<file path="src/hw/rtl/ffms_pkg.sv">
// ----------------------------------------------------------------------------
// ffms_pkg
// Shared types, codes and reset values of the feeder fire-mode sequencer.
// ----------------------------------------------------------------------------
`default_nettype none

package ffms_pkg;

	localparam int ANGLE_WIDTH_DEF = 32;

	localparam int FIELD_ANGLE_W = 32;
	localparam int SHOT_ANGLE_W  = 20;
	localparam int CFG_INDEX_W   = 3;
	localparam int CFG_DATA_W    = 20;

	// feed mode codes
	localparam logic [2:0] MODE_STOP    = 3'd0;
	localparam logic [2:0] MODE_SINGLE  = 3'd1;
	localparam logic [2:0] MODE_TRIPLE  = 3'd2;
	localparam logic [2:0] MODE_BURST   = 3'd3;
	localparam logic [2:0] MODE_REVERSE = 3'd4;

	// jam detector verdicts
	localparam logic [1:0] VERDICT_NORMAL    = 2'd0;
	localparam logic [1:0] VERDICT_SUSPECT   = 2'd1;
	localparam logic [1:0] VERDICT_CONFIRMED = 2'd2;
	localparam logic [1:0] VERDICT_HANDLING  = 2'd3;

	// feeder loop actions
	localparam logic [1:0] ACT_NONE       = 2'd0;
	localparam logic [1:0] ACT_SPEED_REF  = 2'd1;
	localparam logic [1:0] ACT_ANGLE_REF  = 2'd2;
	localparam logic [1:0] ACT_SPEED_ONLY = 2'd3;

	// projectile speed classes
	localparam logic [1:0] CLASS_LOW  = 2'd0;
	localparam logic [1:0] CLASS_MID  = 2'd1;
	localparam logic [1:0] CLASS_HIGH = 2'd2;

	// register indexes
	localparam logic [2:0] REG_SHOT_ANGLE      = 3'd0;
	localparam logic [2:0] REG_ANGLE_TOLERANCE = 3'd1;
	localparam logic [2:0] REG_BURST_GAIN      = 3'd2;
	localparam logic [2:0] REG_FRICTION_LOW    = 3'd3;
	localparam logic [2:0] REG_FRICTION_MID    = 3'd4;
	localparam logic [2:0] REG_FRICTION_HIGH   = 3'd5;

	// register reset values
	localparam logic [19:0] SHOT_ANGLE_RST      = 20'd25920;
	localparam logic [15:0] ANGLE_TOLERANCE_RST = 16'd80;
	localparam logic [15:0] BURST_GAIN_RST      = 16'd1620;
	localparam logic [15:0] FRICTION_LOW_RST    = 16'd4000;
	localparam logic [15:0] FRICTION_MID_RST    = 16'd6000;
	localparam logic [15:0] FRICTION_HIGH_RST   = 16'd8000;

	typedef struct packed {
		logic [19:0] shot_angle;
		logic [15:0] angle_tolerance;
		logic [15:0] burst_gain;
		logic [15:0] friction_speed_low;
		logic [15:0] friction_speed_mid;
		logic [15:0] friction_speed_high;
	} cfg_t;

	typedef struct packed {
		logic               fire_enabled;
		logic [2:0]         feed_mode;
		logic [7:0]         burst_rate;
		logic               friction_spin;
		logic [1:0]         speed_class;
		logic signed [31:0] feeder_angle;
		logic [1:0]         jam_verdict;
	} item_t;

	typedef struct packed {
		logic               motors_enabled;
		logic [1:0]         feeder_action;
		logic signed [31:0] feeder_reference;
		logic [15:0]        friction_reference;
		logic               detector_run;
		logic               detector_clear;
		logic               mode_fault;
	} result_t;

endpackage

`default_nettype wire

</file>
<file path="src/hw/rtl/ffms_cfg.sv">
// ----------------------------------------------------------------------------
// ffms_cfg
// Configuration register file: shot angle, tolerance, burst gain, friction.
// ----------------------------------------------------------------------------
`default_nettype none

module ffms_cfg (
	input  wire logic                               clk,
	input  wire logic                               arst_n,
	input  wire logic                               cfg_valid,
	output logic                                    cfg_ready,
	input  wire logic [ffms_pkg::CFG_INDEX_W-1:0]   cfg_index,
	input  wire logic [ffms_pkg::CFG_DATA_W-1:0]    cfg_data,
	output ffms_pkg::cfg_t                          cfg
);

	ffms_pkg::cfg_t cfg_q;

	assign cfg_ready = 1'b1;
	assign cfg       = cfg_q;

	always_ff @(posedge clk or negedge arst_n) begin
		if (!arst_n) begin
			cfg_q.shot_angle          <= ffms_pkg::SHOT_ANGLE_RST;
			cfg_q.angle_tolerance     <= ffms_pkg::ANGLE_TOLERANCE_RST;
			cfg_q.burst_gain          <= ffms_pkg::BURST_GAIN_RST;
			cfg_q.friction_speed_low  <= ffms_pkg::FRICTION_LOW_RST;
			cfg_q.friction_speed_mid  <= ffms_pkg::FRICTION_MID_RST;
			cfg_q.friction_speed_high <= ffms_pkg::FRICTION_HIGH_RST;
		end else if (cfg_valid && cfg_ready) begin
			unique case (cfg_index)
				ffms_pkg::REG_SHOT_ANGLE:      cfg_q.shot_angle          <= cfg_data;
				ffms_pkg::REG_ANGLE_TOLERANCE: cfg_q.angle_tolerance     <= cfg_data[15:0];
				ffms_pkg::REG_BURST_GAIN:      cfg_q.burst_gain          <= cfg_data[15:0];
				ffms_pkg::REG_FRICTION_LOW:    cfg_q.friction_speed_low  <= cfg_data[15:0];
				ffms_pkg::REG_FRICTION_MID:    cfg_q.friction_speed_mid  <= cfg_data[15:0];
				ffms_pkg::REG_FRICTION_HIGH:   cfg_q.friction_speed_high <= cfg_data[15:0];
				default: ;
			endcase
		end
	end

endmodule

`default_nettype wire

</file>
<file path="src/hw/rtl/ffms_core.sv">
// ----------------------------------------------------------------------------
// ffms_core
// Input register, sequencer state and the per-tick decision logic.
// ----------------------------------------------------------------------------
`default_nettype none

module ffms_core #(
	parameter int ANGLE_WIDTH = ffms_pkg::ANGLE_WIDTH_DEF
) (
	input  wire logic                 clk,
	input  wire logic                 arst_n,
	input  wire ffms_pkg::cfg_t       cfg,
	input  wire logic                 accept,
	input  wire ffms_pkg::item_t      item,
	input  wire logic                 advance,
	output logic                      valid_s1,
	output ffms_pkg::result_t         result
);

	localparam int CW = ((ANGLE_WIDTH > ffms_pkg::FIELD_ANGLE_W) ?
		ANGLE_WIDTH : ffms_pkg::FIELD_ANGLE_W) + 3;

	ffms_pkg::item_t        item_s1;

	logic [2:0]             prev_mode_q;
	logic                   jam_q;
	logic                   rearm_q;
	logic [ANGLE_WIDTH-1:0] target_q;
	logic                   fault_q;

	logic [2:0]             prev_mode_n;
	logic                   jam_n;
	logic                   rearm_n;
	logic [ANGLE_WIDTH-1:0] target_n;
	logic                   fault_n;

	logic [CW-1:0]          angle_x;
	logic [CW-1:0]          target_x;
	logic [CW-1:0]          shot_x;
	logic [CW-1:0]          shot_sum;
	logic [CW-1:0]          diff;
	logic [CW-1:0]          err_abs;
	logic [CW-1:0]          ref_x;
	logic                   latched;
	logic                   busy_raw;
	logic                   busy;
	logic                   detect;
	logic                   fire;
	logic [2:0]             mode;
	logic [23:0]            burst_speed;
	logic [15:0]            friction_ref;

	function automatic logic [ANGLE_WIDTH-1:0] sat_angle(input logic [CW-1:0] v);
		logic fits;
		fits = (&v[CW-1:ANGLE_WIDTH-1]) || !(|v[CW-1:ANGLE_WIDTH-1]);
		if (fits)
			return v[ANGLE_WIDTH-1:0];
		return v[CW-1] ? {1'b1, {(ANGLE_WIDTH-1){1'b0}}} : {1'b0, {(ANGLE_WIDTH-1){1'b1}}};
	endfunction

	function automatic logic [31:0] sat_word(input logic [CW-1:0] v);
		logic fits;
		fits = (&v[CW-1:31]) || !(|v[CW-1:31]);
		if (fits)
			return v[31:0];
		return v[CW-1] ? {1'b1, 31'd0} : {1'b0, {31{1'b1}}};
	endfunction

	always_ff @(posedge clk or negedge arst_n) begin
		if (!arst_n) begin
			valid_s1 <= 1'b0;
		end else if (accept) begin
			valid_s1 <= 1'b1;
		end else if (advance) begin
			valid_s1 <= 1'b0;
		end
	end

	always_ff @(posedge clk) begin
		if (accept) begin
			item_s1 <= item;
		end
	end

	always_ff @(posedge clk or negedge arst_n) begin
		if (!arst_n) begin
			prev_mode_q <= ffms_pkg::MODE_STOP;
			jam_q       <= 1'b0;
			rearm_q     <= 1'b0;
			target_q    <= '0;
			fault_q     <= 1'b0;
		end else if (valid_s1 && advance) begin
			prev_mode_q <= prev_mode_n;
			jam_q       <= jam_n;
			rearm_q     <= rearm_n;
			target_q    <= target_n;
			fault_q     <= fault_n;
		end
	end

	assign fire        = item_s1.fire_enabled;
	assign mode        = item_s1.feed_mode;
	assign angle_x     = {{(CW-32){item_s1.feeder_angle[31]}}, item_s1.feeder_angle};
	assign target_x    = {{(CW-ANGLE_WIDTH){target_q[ANGLE_WIDTH-1]}}, target_q};
	assign shot_x      = {{(CW-ffms_pkg::SHOT_ANGLE_W){1'b0}}, cfg.shot_angle};
	// triple shot advances three shot angles
	assign shot_sum    = angle_x + ((mode == ffms_pkg::MODE_TRIPLE) ?
		(shot_x + (shot_x << 1)) : shot_x);
	assign diff        = angle_x - target_x;
	assign err_abs     = diff[CW-1] ? (~diff + {{(CW-1){1'b0}}, 1'b1}) : diff;
	assign latched     = (prev_mode_q == ffms_pkg::MODE_SINGLE) ||
		(prev_mode_q == ffms_pkg::MODE_TRIPLE);
	assign busy_raw    = latched && (err_abs > {{(CW-16){1'b0}}, cfg.angle_tolerance});
	assign detect      = busy_raw || (mode == ffms_pkg::MODE_BURST) || jam_q;
	assign burst_speed = item_s1.burst_rate * cfg.burst_gain;

	always_comb begin
		prev_mode_n = prev_mode_q;
		jam_n       = jam_q;
		rearm_n     = rearm_q;
		target_n    = target_q;
		fault_n     = fault_q;
		busy        = busy_raw;
		ref_x       = '0;

		result.motors_enabled   = 1'b1;
		result.feeder_action    = ffms_pkg::ACT_NONE;
		result.detector_run     = 1'b0;
		result.detector_clear   = 1'b0;

		if (!fire) begin
			result.detector_clear = 1'b1;
			result.motors_enabled = 1'b0;
			jam_n                 = 1'b0;
			rearm_n               = 1'b0;
			prev_mode_n           = ffms_pkg::MODE_STOP;
		end

		if (fire && detect) begin
			result.detector_run = 1'b1;
			if (item_s1.jam_verdict == ffms_pkg::VERDICT_CONFIRMED ||
				item_s1.jam_verdict == ffms_pkg::VERDICT_HANDLING) begin
				jam_n   = 1'b1;
				rearm_n = 1'b1;
			end else if (jam_n && item_s1.jam_verdict == ffms_pkg::VERDICT_NORMAL) begin
				// jam cleared: hold position here and wait for a stop command
				jam_n                 = 1'b0;
				rearm_n               = 1'b1;
				prev_mode_n           = ffms_pkg::MODE_STOP;
				target_n              = sat_angle(angle_x);
				result.detector_clear = 1'b1;
				busy                  = 1'b0;
			end
		end else begin
			result.detector_clear = 1'b1;
			jam_n                 = 1'b0;
		end

		if (!jam_n && rearm_n && mode == ffms_pkg::MODE_STOP)
			rearm_n = 1'b0;

		if (fire && !jam_n && !rearm_n && !busy) begin
			unique case (mode)
				ffms_pkg::MODE_STOP: begin
					result.feeder_action = ffms_pkg::ACT_SPEED_REF;
				end
				ffms_pkg::MODE_SINGLE, ffms_pkg::MODE_TRIPLE: begin
					if (prev_mode_n != mode) begin
						target_n             = sat_angle(shot_sum);
						result.feeder_action = ffms_pkg::ACT_ANGLE_REF;
						ref_x                = {{(CW-ANGLE_WIDTH){target_n[ANGLE_WIDTH-1]}},
							target_n};
					end
				end
				ffms_pkg::MODE_BURST: begin
					result.feeder_action = ffms_pkg::ACT_SPEED_REF;
					ref_x                = {{(CW-24){1'b0}}, burst_speed};
				end
				ffms_pkg::MODE_REVERSE: begin
					result.feeder_action = ffms_pkg::ACT_SPEED_ONLY;
				end
				default: begin
					fault_n = 1'b1;
				end
			endcase
		end

		if (fire && !busy)
			prev_mode_n = mode;
		else if (!fire)
			prev_mode_n = ffms_pkg::MODE_STOP;

		result.feeder_reference   = sat_word(ref_x);
		result.friction_reference = friction_ref;
		result.mode_fault         = fault_n;
	end

	always_comb begin
		if (!item_s1.friction_spin) begin
			friction_ref = 16'd0;
		end else begin
			case (item_s1.speed_class)
				ffms_pkg::CLASS_MID:  friction_ref = cfg.friction_speed_mid;
				ffms_pkg::CLASS_HIGH: friction_ref = cfg.friction_speed_high;
				default:              friction_ref = cfg.friction_speed_low;
			endcase
		end
	end

endmodule

`default_nettype wire

</file>
<file path="src/hw/rtl/feeder_fire_mode_sequencer.sv">
// ----------------------------------------------------------------------------
// feeder_fire_mode_sequencer
// Per-tick shooter control: feed mode sequencing, jam handling, friction speed.
// ----------------------------------------------------------------------------
// One request on the item channel is one control tick: firing state, feed
// mode, burst rate, friction settings, feeder angle and jam verdict. Each tick
// yields exactly one request on the result channel, in order.
// Both channels use valid/stall; a request moves when valid is high and stall
// is low. The item is held in an input register, the decision logic is
// combinational and the result lands in an output register, whose load
// raises result valid; while the result side does not stall, throughput is
// one tick per cycle.
// The sequencer state (last mode, jam and re-arm flags, angle target, fault)
// updates as a tick moves into the output register, ready for the next tick.
// While the result side stalls, the output register holds; an empty input
// register takes one more tick, then item_stall rises until the result drains.
// Configuration writes go through cfg_valid/cfg_ready (always ready); the user
// must make them only while no tick is in flight; the block does not enforce
// it. Reset clears all state, loads defaults and empties both registers.
// ----------------------------------------------------------------------------
`default_nettype none

module feeder_fire_mode_sequencer #(
	parameter int ANGLE_WIDTH = ffms_pkg::ANGLE_WIDTH_DEF
) (
	input  wire logic                              clk,
	input  wire logic                              arst_n,

	input  wire logic                              item_valid,
	output logic                                   item_stall,
	input  wire logic                              fire_enabled,
	input  wire logic [2:0]                        feed_mode,
	input  wire logic [7:0]                        burst_rate,
	input  wire logic                              friction_spin,
	input  wire logic [1:0]                        speed_class,
	input  wire logic signed [31:0]                feeder_angle,
	input  wire logic [1:0]                        jam_verdict,

	output logic                                   result_valid,
	input  wire logic                              result_stall,
	output logic                                   motors_enabled,
	output logic [1:0]                             feeder_action,
	output logic signed [31:0]                     feeder_reference,
	output logic [15:0]                            friction_reference,
	output logic                                   detector_run,
	output logic                                   detector_clear,
	output logic                                   mode_fault,

	input  wire logic                              cfg_valid,
	output logic                                   cfg_ready,
	input  wire logic [ffms_pkg::CFG_INDEX_W-1:0]  cfg_index,
	input  wire logic [ffms_pkg::CFG_DATA_W-1:0]   cfg_data
);

	ffms_pkg::cfg_t    cfg;
	ffms_pkg::item_t   item;
	ffms_pkg::result_t step_result;
	ffms_pkg::result_t result_q;
	logic              result_valid_q;
	logic              valid_s1;
	logic              advance;
	logic              accept;

	// output register free or being drained this cycle
	assign advance    = !result_valid_q || !result_stall;
	assign item_stall = valid_s1 && !advance;
	assign accept     = item_valid && !item_stall;

	assign item.fire_enabled  = fire_enabled;
	assign item.feed_mode     = feed_mode;
	assign item.burst_rate    = burst_rate;
	assign item.friction_spin = friction_spin;
	assign item.speed_class   = speed_class;
	assign item.feeder_angle  = feeder_angle;
	assign item.jam_verdict   = jam_verdict;

	ffms_cfg u_cfg (
		.clk       (clk),
		.arst_n    (arst_n),
		.cfg_valid (cfg_valid),
		.cfg_ready (cfg_ready),
		.cfg_index (cfg_index),
		.cfg_data  (cfg_data),
		.cfg       (cfg)
	);

	ffms_core #(
		.ANGLE_WIDTH (ANGLE_WIDTH)
	) u_core (
		.clk      (clk),
		.arst_n   (arst_n),
		.cfg      (cfg),
		.accept   (accept),
		.item     (item),
		.advance  (advance),
		.valid_s1 (valid_s1),
		.result   (step_result)
	);

	always_ff @(posedge clk or negedge arst_n) begin
		if (!arst_n) begin
			result_valid_q <= 1'b0;
		end else if (advance) begin
			result_valid_q <= valid_s1;
		end
	end

	always_ff @(posedge clk) begin
		if (advance && valid_s1) begin
			result_q <= step_result;
		end
	end

	assign result_valid       = result_valid_q;
	assign motors_enabled     = result_q.motors_enabled;
	assign feeder_action      = result_q.feeder_action;
	assign feeder_reference   = result_q.feeder_reference;
	assign friction_reference = result_q.friction_reference;
	assign detector_run       = result_q.detector_run;
	assign detector_clear     = result_q.detector_clear;
	assign mode_fault         = result_q.mode_fault;

endmodule

`default_nettype wire
</file>
<file path="config.mk">
export PLATFORM = sky130hd
export DESIGN_NAME = feeder_fire_mode_sequencer
export DESIGN_NICKNAME = d
export VERILOG_FILES = /design/src/hw/rtl/ffms_pkg.sv /design/src/hw/rtl/ffms_cfg.sv /design/src/hw/rtl/ffms_core.sv /design/src/hw/rtl/feeder_fire_mode_sequencer.sv
export SDC_FILE = /design/constraint.sdc
export NUM_CORES = 1
export LEC_CHECK = 0
export ABC_AREA = 1
export BUFFER_PORTS_ARGS = -buffer_cell sky130_fd_sc_hd__clkbuf_2
export CAP_MARGIN = 10
export CORE_MARGIN = 2
export CORE_UTILIZATION = 58
export CTS_BUF_LIST = sky130_fd_sc_hd__clkbuf_4 sky130_fd_sc_hd__clkbuf_8
export CTS_CLUSTER_DIAMETER = 150
export DETAILED_ROUTE_END_ITERATION = 8
export GPL_TIMING_DRIVEN = 0
export MAX_ROUTING_LAYER = met4
export PLACE_DENSITY = 0.88
export SETUP_SLACK_MARGIN = 0.05
export SLEW_MARGIN = 20
export SYNTH_ARGS = -nofsm -noshare
export SYNTH_HDL_FRONTEND = slang
export SYNTH_SLANG_ARGS = --single-unit
</file>
<file path="constraint.sdc">
create_clock -name clk -period 16.8 [get_ports clk]
set_input_delay 5.04 -clock clk [delete_from_list [all_inputs] [get_ports clk]]
set_output_delay 5.04 -clock clk [all_outputs]
set_load 0.005 [all_outputs]
</file>
# After elaboration in Yosys (flattened, before gate mapping)
# Cells that the tools add are included.
[op_classes]
bitwise = 1
multipliers = 1
n_eq_ne = 16
add_sub_neg = 4
mux = 57
n_reduce_logical = 45
magnitude_cmp = 1
[ops]
columns = ["cell", "n"]
rows = [
  ["32-bit two-way mux", 14],
  ["35-bit two-way mux", 4],
  ["35-bit one-hot mux with 2 select lines", 1],
  ["35-bit by 1-bit adder with 35-bit output (second input constant)", 1],
  ["35-bit adder", 1],
  ["35-bit by 16-bit > comparator with 1-bit output", 1],
  ["35-bit NOT", 1],
  ["32-bit by 32-bit subtractor with 33-bit output", 1],
  ["16-bit one-hot mux with 2 select lines", 1],
  ["1-bit two-way mux", 29],
  ["8-bit by 16-bit multiplier with 24-bit output", 1],
  ["20-bit by 21-bit adder with 22-bit output", 1],
  ["3-bit two-way mux", 6],
  ["3-bit by 2-bit == test with 1-bit output (second input constant)", 5],
  ["1-bit logical AND", 12],
  ["2-bit AND reduction", 6],
  ["3-bit by 1-bit == test with 1-bit output (second input constant)", 3],
  ["3-bit == test (second input constant)", 3],
  ["1-bit zero test", 9],
  ["4-bit AND reduction", 2],
  ["4-bit OR reduction", 2],
  ["1-bit logical OR", 7],
  ["2-bit == test (second input constant)", 3],
  ["3-bit zero test", 2],
  ["other kinds (8)", 9],
]
[totals]
inputBits = 77
reg_bits = 243
word_cells = 152
out_inout_bits = 57

# Longest topological paths before layout
[depth]
word_depth = 27
depth_mapped = 44
mapped_depth_nobuf = 42

# Modules after synthesis
# Synthesis repeated with hierarchy kept, for this count alone.
[unflattened]
hier_cells = 3096
hier_area_um2 = 21643.3
[modules_own_cells]
columns = ["module", "n_inst", "cells_each", "area_each_um2", "seq_area_each_um2"]
rows = [
  ["ffms_core", 1, 2587, 15935.3, 2447.3],
  ["ffms_cfg", 1, 446, 4028.9, 2541.2],
  ["feeder_fire_mode_sequencer", 1, 63, 1679.1, 1646.6],
]

# Worst setup path before layout
# Ideal clock, no wire load.
[synth_path]
kind = "input to output"
from = "input port result_stall"
to = "output port item_stall"
setup_slack_ns = 6.527
required_ns = 11.760
arrival_time_ns = 5.233
path_stages = 2
path_buffers = 0
cell_sequence = "nand2_1 nor2_1"
[synth_via]
elab_chain_cells = 4
[synth_rtl]
columns = ["element", "line", "rtl"]
rows = [
  ["from (decl)", "feeder_fire_mode_sequencer.sv:40", "input wire logic result_stall,"],
  ["1-bit zero test", "feeder_fire_mode_sequencer.sv:65", "assign advance = !result_valid_q || !result_stall;"],
  ["1-bit logical OR", "feeder_fire_mode_sequencer.sv:65", ""],
  ["1-bit zero test", "feeder_fire_mode_sequencer.sv:66", "assign item_stall = valid_s1 && !advance;"],
  ["1-bit logical AND", "feeder_fire_mode_sequencer.sv:66", ""],
  ["to (decl)", "feeder_fire_mode_sequencer.sv:30", "output logic item_stall,"],
]
# No other way between the ends.

# Final worst setup path
# Ends and elaborated chain as after synthesis.

==> run metrics <==
drt drc=0; post-synthesis compound-gate area fraction=around a tenth; library cells used by synthesis=49; cell area after synthesis=21260 sq um; vias in the first global route=19123; cell family with most CP delay=buffers and inverters; final cell area excluding filler cells=23540 sq um; Avg Inst Size Synth=6.993 sq um; pins over their slew limit=0; Sink Count=243; worst relative slew slack=16.82%; Via Count=20691; Clk Latency, worst-skew pair=650 ps; fmax=about 95 MHz; ANT nets after route=0; Post-DP HPWL=48980 microns; sequential share of the synthesized area=between 30% and 40%; TNS Setup=0 ps; max_cap viols=0; Post-Route M1 WL=26660 microns; final worst-path setup slack=6315 ps; gr usage total=34.13%; drt total wl=about 63000 microns; RSZ-0062 raised after global routing=no; critical path capture point type=primary output; Buf+Inv Stages, Crit Path=2; Core Rows=70; main combinational cell family by area after synthesis=simple AND/OR/NAND/NOR gates; Final nets=3520; hold buffer count at CTS=0; Area Overhead vs Synth=10.72%; clock skew=40.79 ps; number of synthesized register bits=243; total congestion overflow=0; WS Path Type=in2out; fin util=64.76%; drt via density=roughly 5.6; H-tree levels=2; CP Launch Type=primary input; synthesized net count=3341; Crit path required time=roughly 12000 ps; initial antenna violation count=1; Min Clock Period, post-route=~10000 ps; CTS tree=built; Post-CTS Setup Repair Bufs=0; largest net degree at the start of global routing=78; metal2 WL=between 20000 and 30000 microns; Longest Clk Path Bufs=3; Critical Path Most Common Cell=clkbuf_2; die area=38200 sq um; placed cell areas=22590 sq um; Post-Syn Instances=3040; Setup WS pre-CTS=between 6000 and 7000 ps; Yosys Warn Count=0; Peak VDD IR=around 0.12 mV; DP Cell Count=about 3600; P per Cell Area=about 160 nW/um^2; mux contribution to synthesized area=less than 1%; clk root buf=clkbuf_8; Num CTS Buffers=42; top routing layer used=met4; initial cell density of the core=58.49%; Hold Crit Class=reg2reg; # IOs=134; Lkg Pwr=12.85 nW; share of cells above drive strength 1=9.130%; Critical Path AT=5450 ps; IO buf count=132; Die H=195.5 microns; crit-path cells=clkbuf_2 -> nand2_1 -> nor2_1 -> clkbuf_2; post-synthesis xor/xnor area fraction=3.007%; Crit-path slowest cell=clkbuf_2; status=complete, no violations; RD Place Congestion=~1.0; Die W=195.5 microns; clock-pin slew on the worst setup and hold paths=60 ps; core area=36350 sq um; post-cts sizing count=0; drt pass-1 iters=7; setup violators final=0; endpoints failing hold=0; critical path's largest stage delay=130 ps; Tightest Pin Transition=1238 ps; routed wl met3=6853 microns; wire length per cell=16.86 microns; first-pass GRT wire length=99460 microns; Layout Cells excl Fill=3722; Iter 0 DRT Violations=between 2000 and 2500; crit-path max FO=3; Tcrit/Tclk final=62.41%; post-synthesis adder-cell area fraction=16.26%; Synth Area in Simple Gates=29.39%
[worst reg2reg max path, cell delays in order (launching register included)]
cell and delay [ps]:
edfxtp_1 510, nor3_1 1030, clkinv_1 560, clkbuf_1 370, nand2_1 120, o21ai_0 130
ha_1 390, nand2_1 70, o21ai_0 340, nand2_1 90, o211ai_1 260, nand3_1 130
nand3_1 250, and3_1 270, nand3_1 180, o21ai_0 220, nand2_1 180, inv_1 140
clkbuf_1 460, nand2_1 210, nand3_1 140, a21oi_1 80, a21o_1 180, nand3_1 70
nand2_1 60, nand2_1 70, nand2_1 60
[synth_stat cells (all sizes together)]
cell | number | area [sq um]
o221ai | 1 | 8.760
nor4 | 3 | 18.77
inv | 458 | 1719
nand3 | 202 | 1031
o21bai | 6 | 45.04
buf | 25 | 155.1
nor3 | 22 | 110.1
nand4 | 20 | 125.1
fa | 87 | 1742
a21boi | 2 | 15.01
dfrtp | 109 | 2728
nor2 | 125 | 524.3
nand2 | 1148 | 4340
mux2i | 1 | 10.01
o21ai | 208 | 1041
o31ai | 2 | 15.01
o21a | 3 | 22.52
conb | 1 | 3.750
ha | 137 | 1714
o211ai | 2 | 15.01
or2 | 7 | 43.80
a211oi | 3 | 22.52
a31oi | 3 | 18.77
dfstp | 31 | 814.5
edfxtp | 103 | 3093
a21o | 13 | 97.59
a21oi | 140 | 700.7
clkbuf | 91 | 341.6
and2 | 4 | 25.02
clkinv | 2 | 7.510
xor2 | 39 | 341.6
nand3b | 3 | 22.52
and3 | 1 | 6.260
xnor2 | 34 | 297.8
a22o | 1 | 8.760
mux2 | 3 | 33.78
[layout make-up]
cell class,instances,area [sq um]
fillers,3151,12810
well taps,468,585.6
flip-flops and latches,243,6635
clock inverters,16,188.9
plain buffers,116,498.0
inverters,460,1729
clock buffers,62,753.2
multi-input cells,2221,12400
repair buffers,135,744.5
diodes,1,2.502
[layer usage]
layer,global-route usage [%],up-vias
met4,13.60,0
li1,-,9926
met3,6.287,175
met2,49.58,1044
met5,-,-
met1,47.38,9546
[final timing paths]
| path | from | endpoint | slack [ps] | depth (start not counted) |
|---|---|---|---|---|
| worst max-delay path | result_stall | item_stall | 6310 | 4 |
| worst max register to register | u_core.mode[0] | u_core.target_q[11] | 10160 | 26 |
| max in group asynchronous | arst_n | u_core.jam_q | 11580 | 2 |
| worst min-delay path | u_core.fire | motors_enabled | 460 | 0 |
| worst min register to register | u_core.fire | motors_enabled | 460 | 0 |
| min in group asynchronous | arst_n | u_cfg.cfg[45] | 4380 | 1 |
[metrics by stage]
stage | hold slack [ps] | power, W
after floorplan | 420.6 | 0.002556
after global placement | 425.0 | 0.003049
after detailed placement | 432.9 | 0.003099
after CTS | 459.6 | 0.003730
after global routing | 467.3 | 0.004122
final | 457.5 | 0.003777
[flip-flops by register name, summed over array words and instances (netlist names), 2 cells and up]
signal / cells
u_cfg.cfg: 100
feeder_reference: 32
u_core.angle_x: 32
u_core.target_q: 32
friction_reference: 16
u_core.item_s1: 13
u_core.mode: 3
u_core.prev_mode_q: 3
feeder_action: 2
[power breakdown]
| part | switching (W) | total [W] | internal, W |
|---|---|---|---|
| Clock | 0.000276 | 0.000616 | 0.000340 |
| Sequential | 0.0000761 | 0.000824 | 0.000748 |
| Combinational | 0.00150 | 0.00234 | 0.000837 |
[placed cells by master, fill, tap and decap left out, types with 4 or more instances in the layout]
cell      count
clkbuf_1     91
o21ai_0     206
a21o_1       13
nand3_2       4
nor2_2        6
a21oi_1     140
inv_1       448
clkbuf_2    131
xnor2_1      34
clkinv_1      7
inv_2         9
xor2_1       39
nor2_1      116
clkbuf_4     16
or2_2         6
o21bai_1      6
nor3_1       22
buf_1         4
dfrtp_1     109
nand4_1      20
dfstp_2      31
nand3_1     198
nand2_1    1143
clkbuf_8     47
edfxtp_1    103
and2_1        4
fa_1         87
clkinv_2      4
ha_1        137
buf_2        11
buf_4         7
[logic make-up after synthesis]
family / count (synthesis)
fa+ha+maj: 224
simple gates: 1535
other cells: 1
flops: 243
mux: 4
xor+xnor: 73
compound gates: 384
buf+inv: 576
No activity file was read; power rests on OpenSTA's default activity.
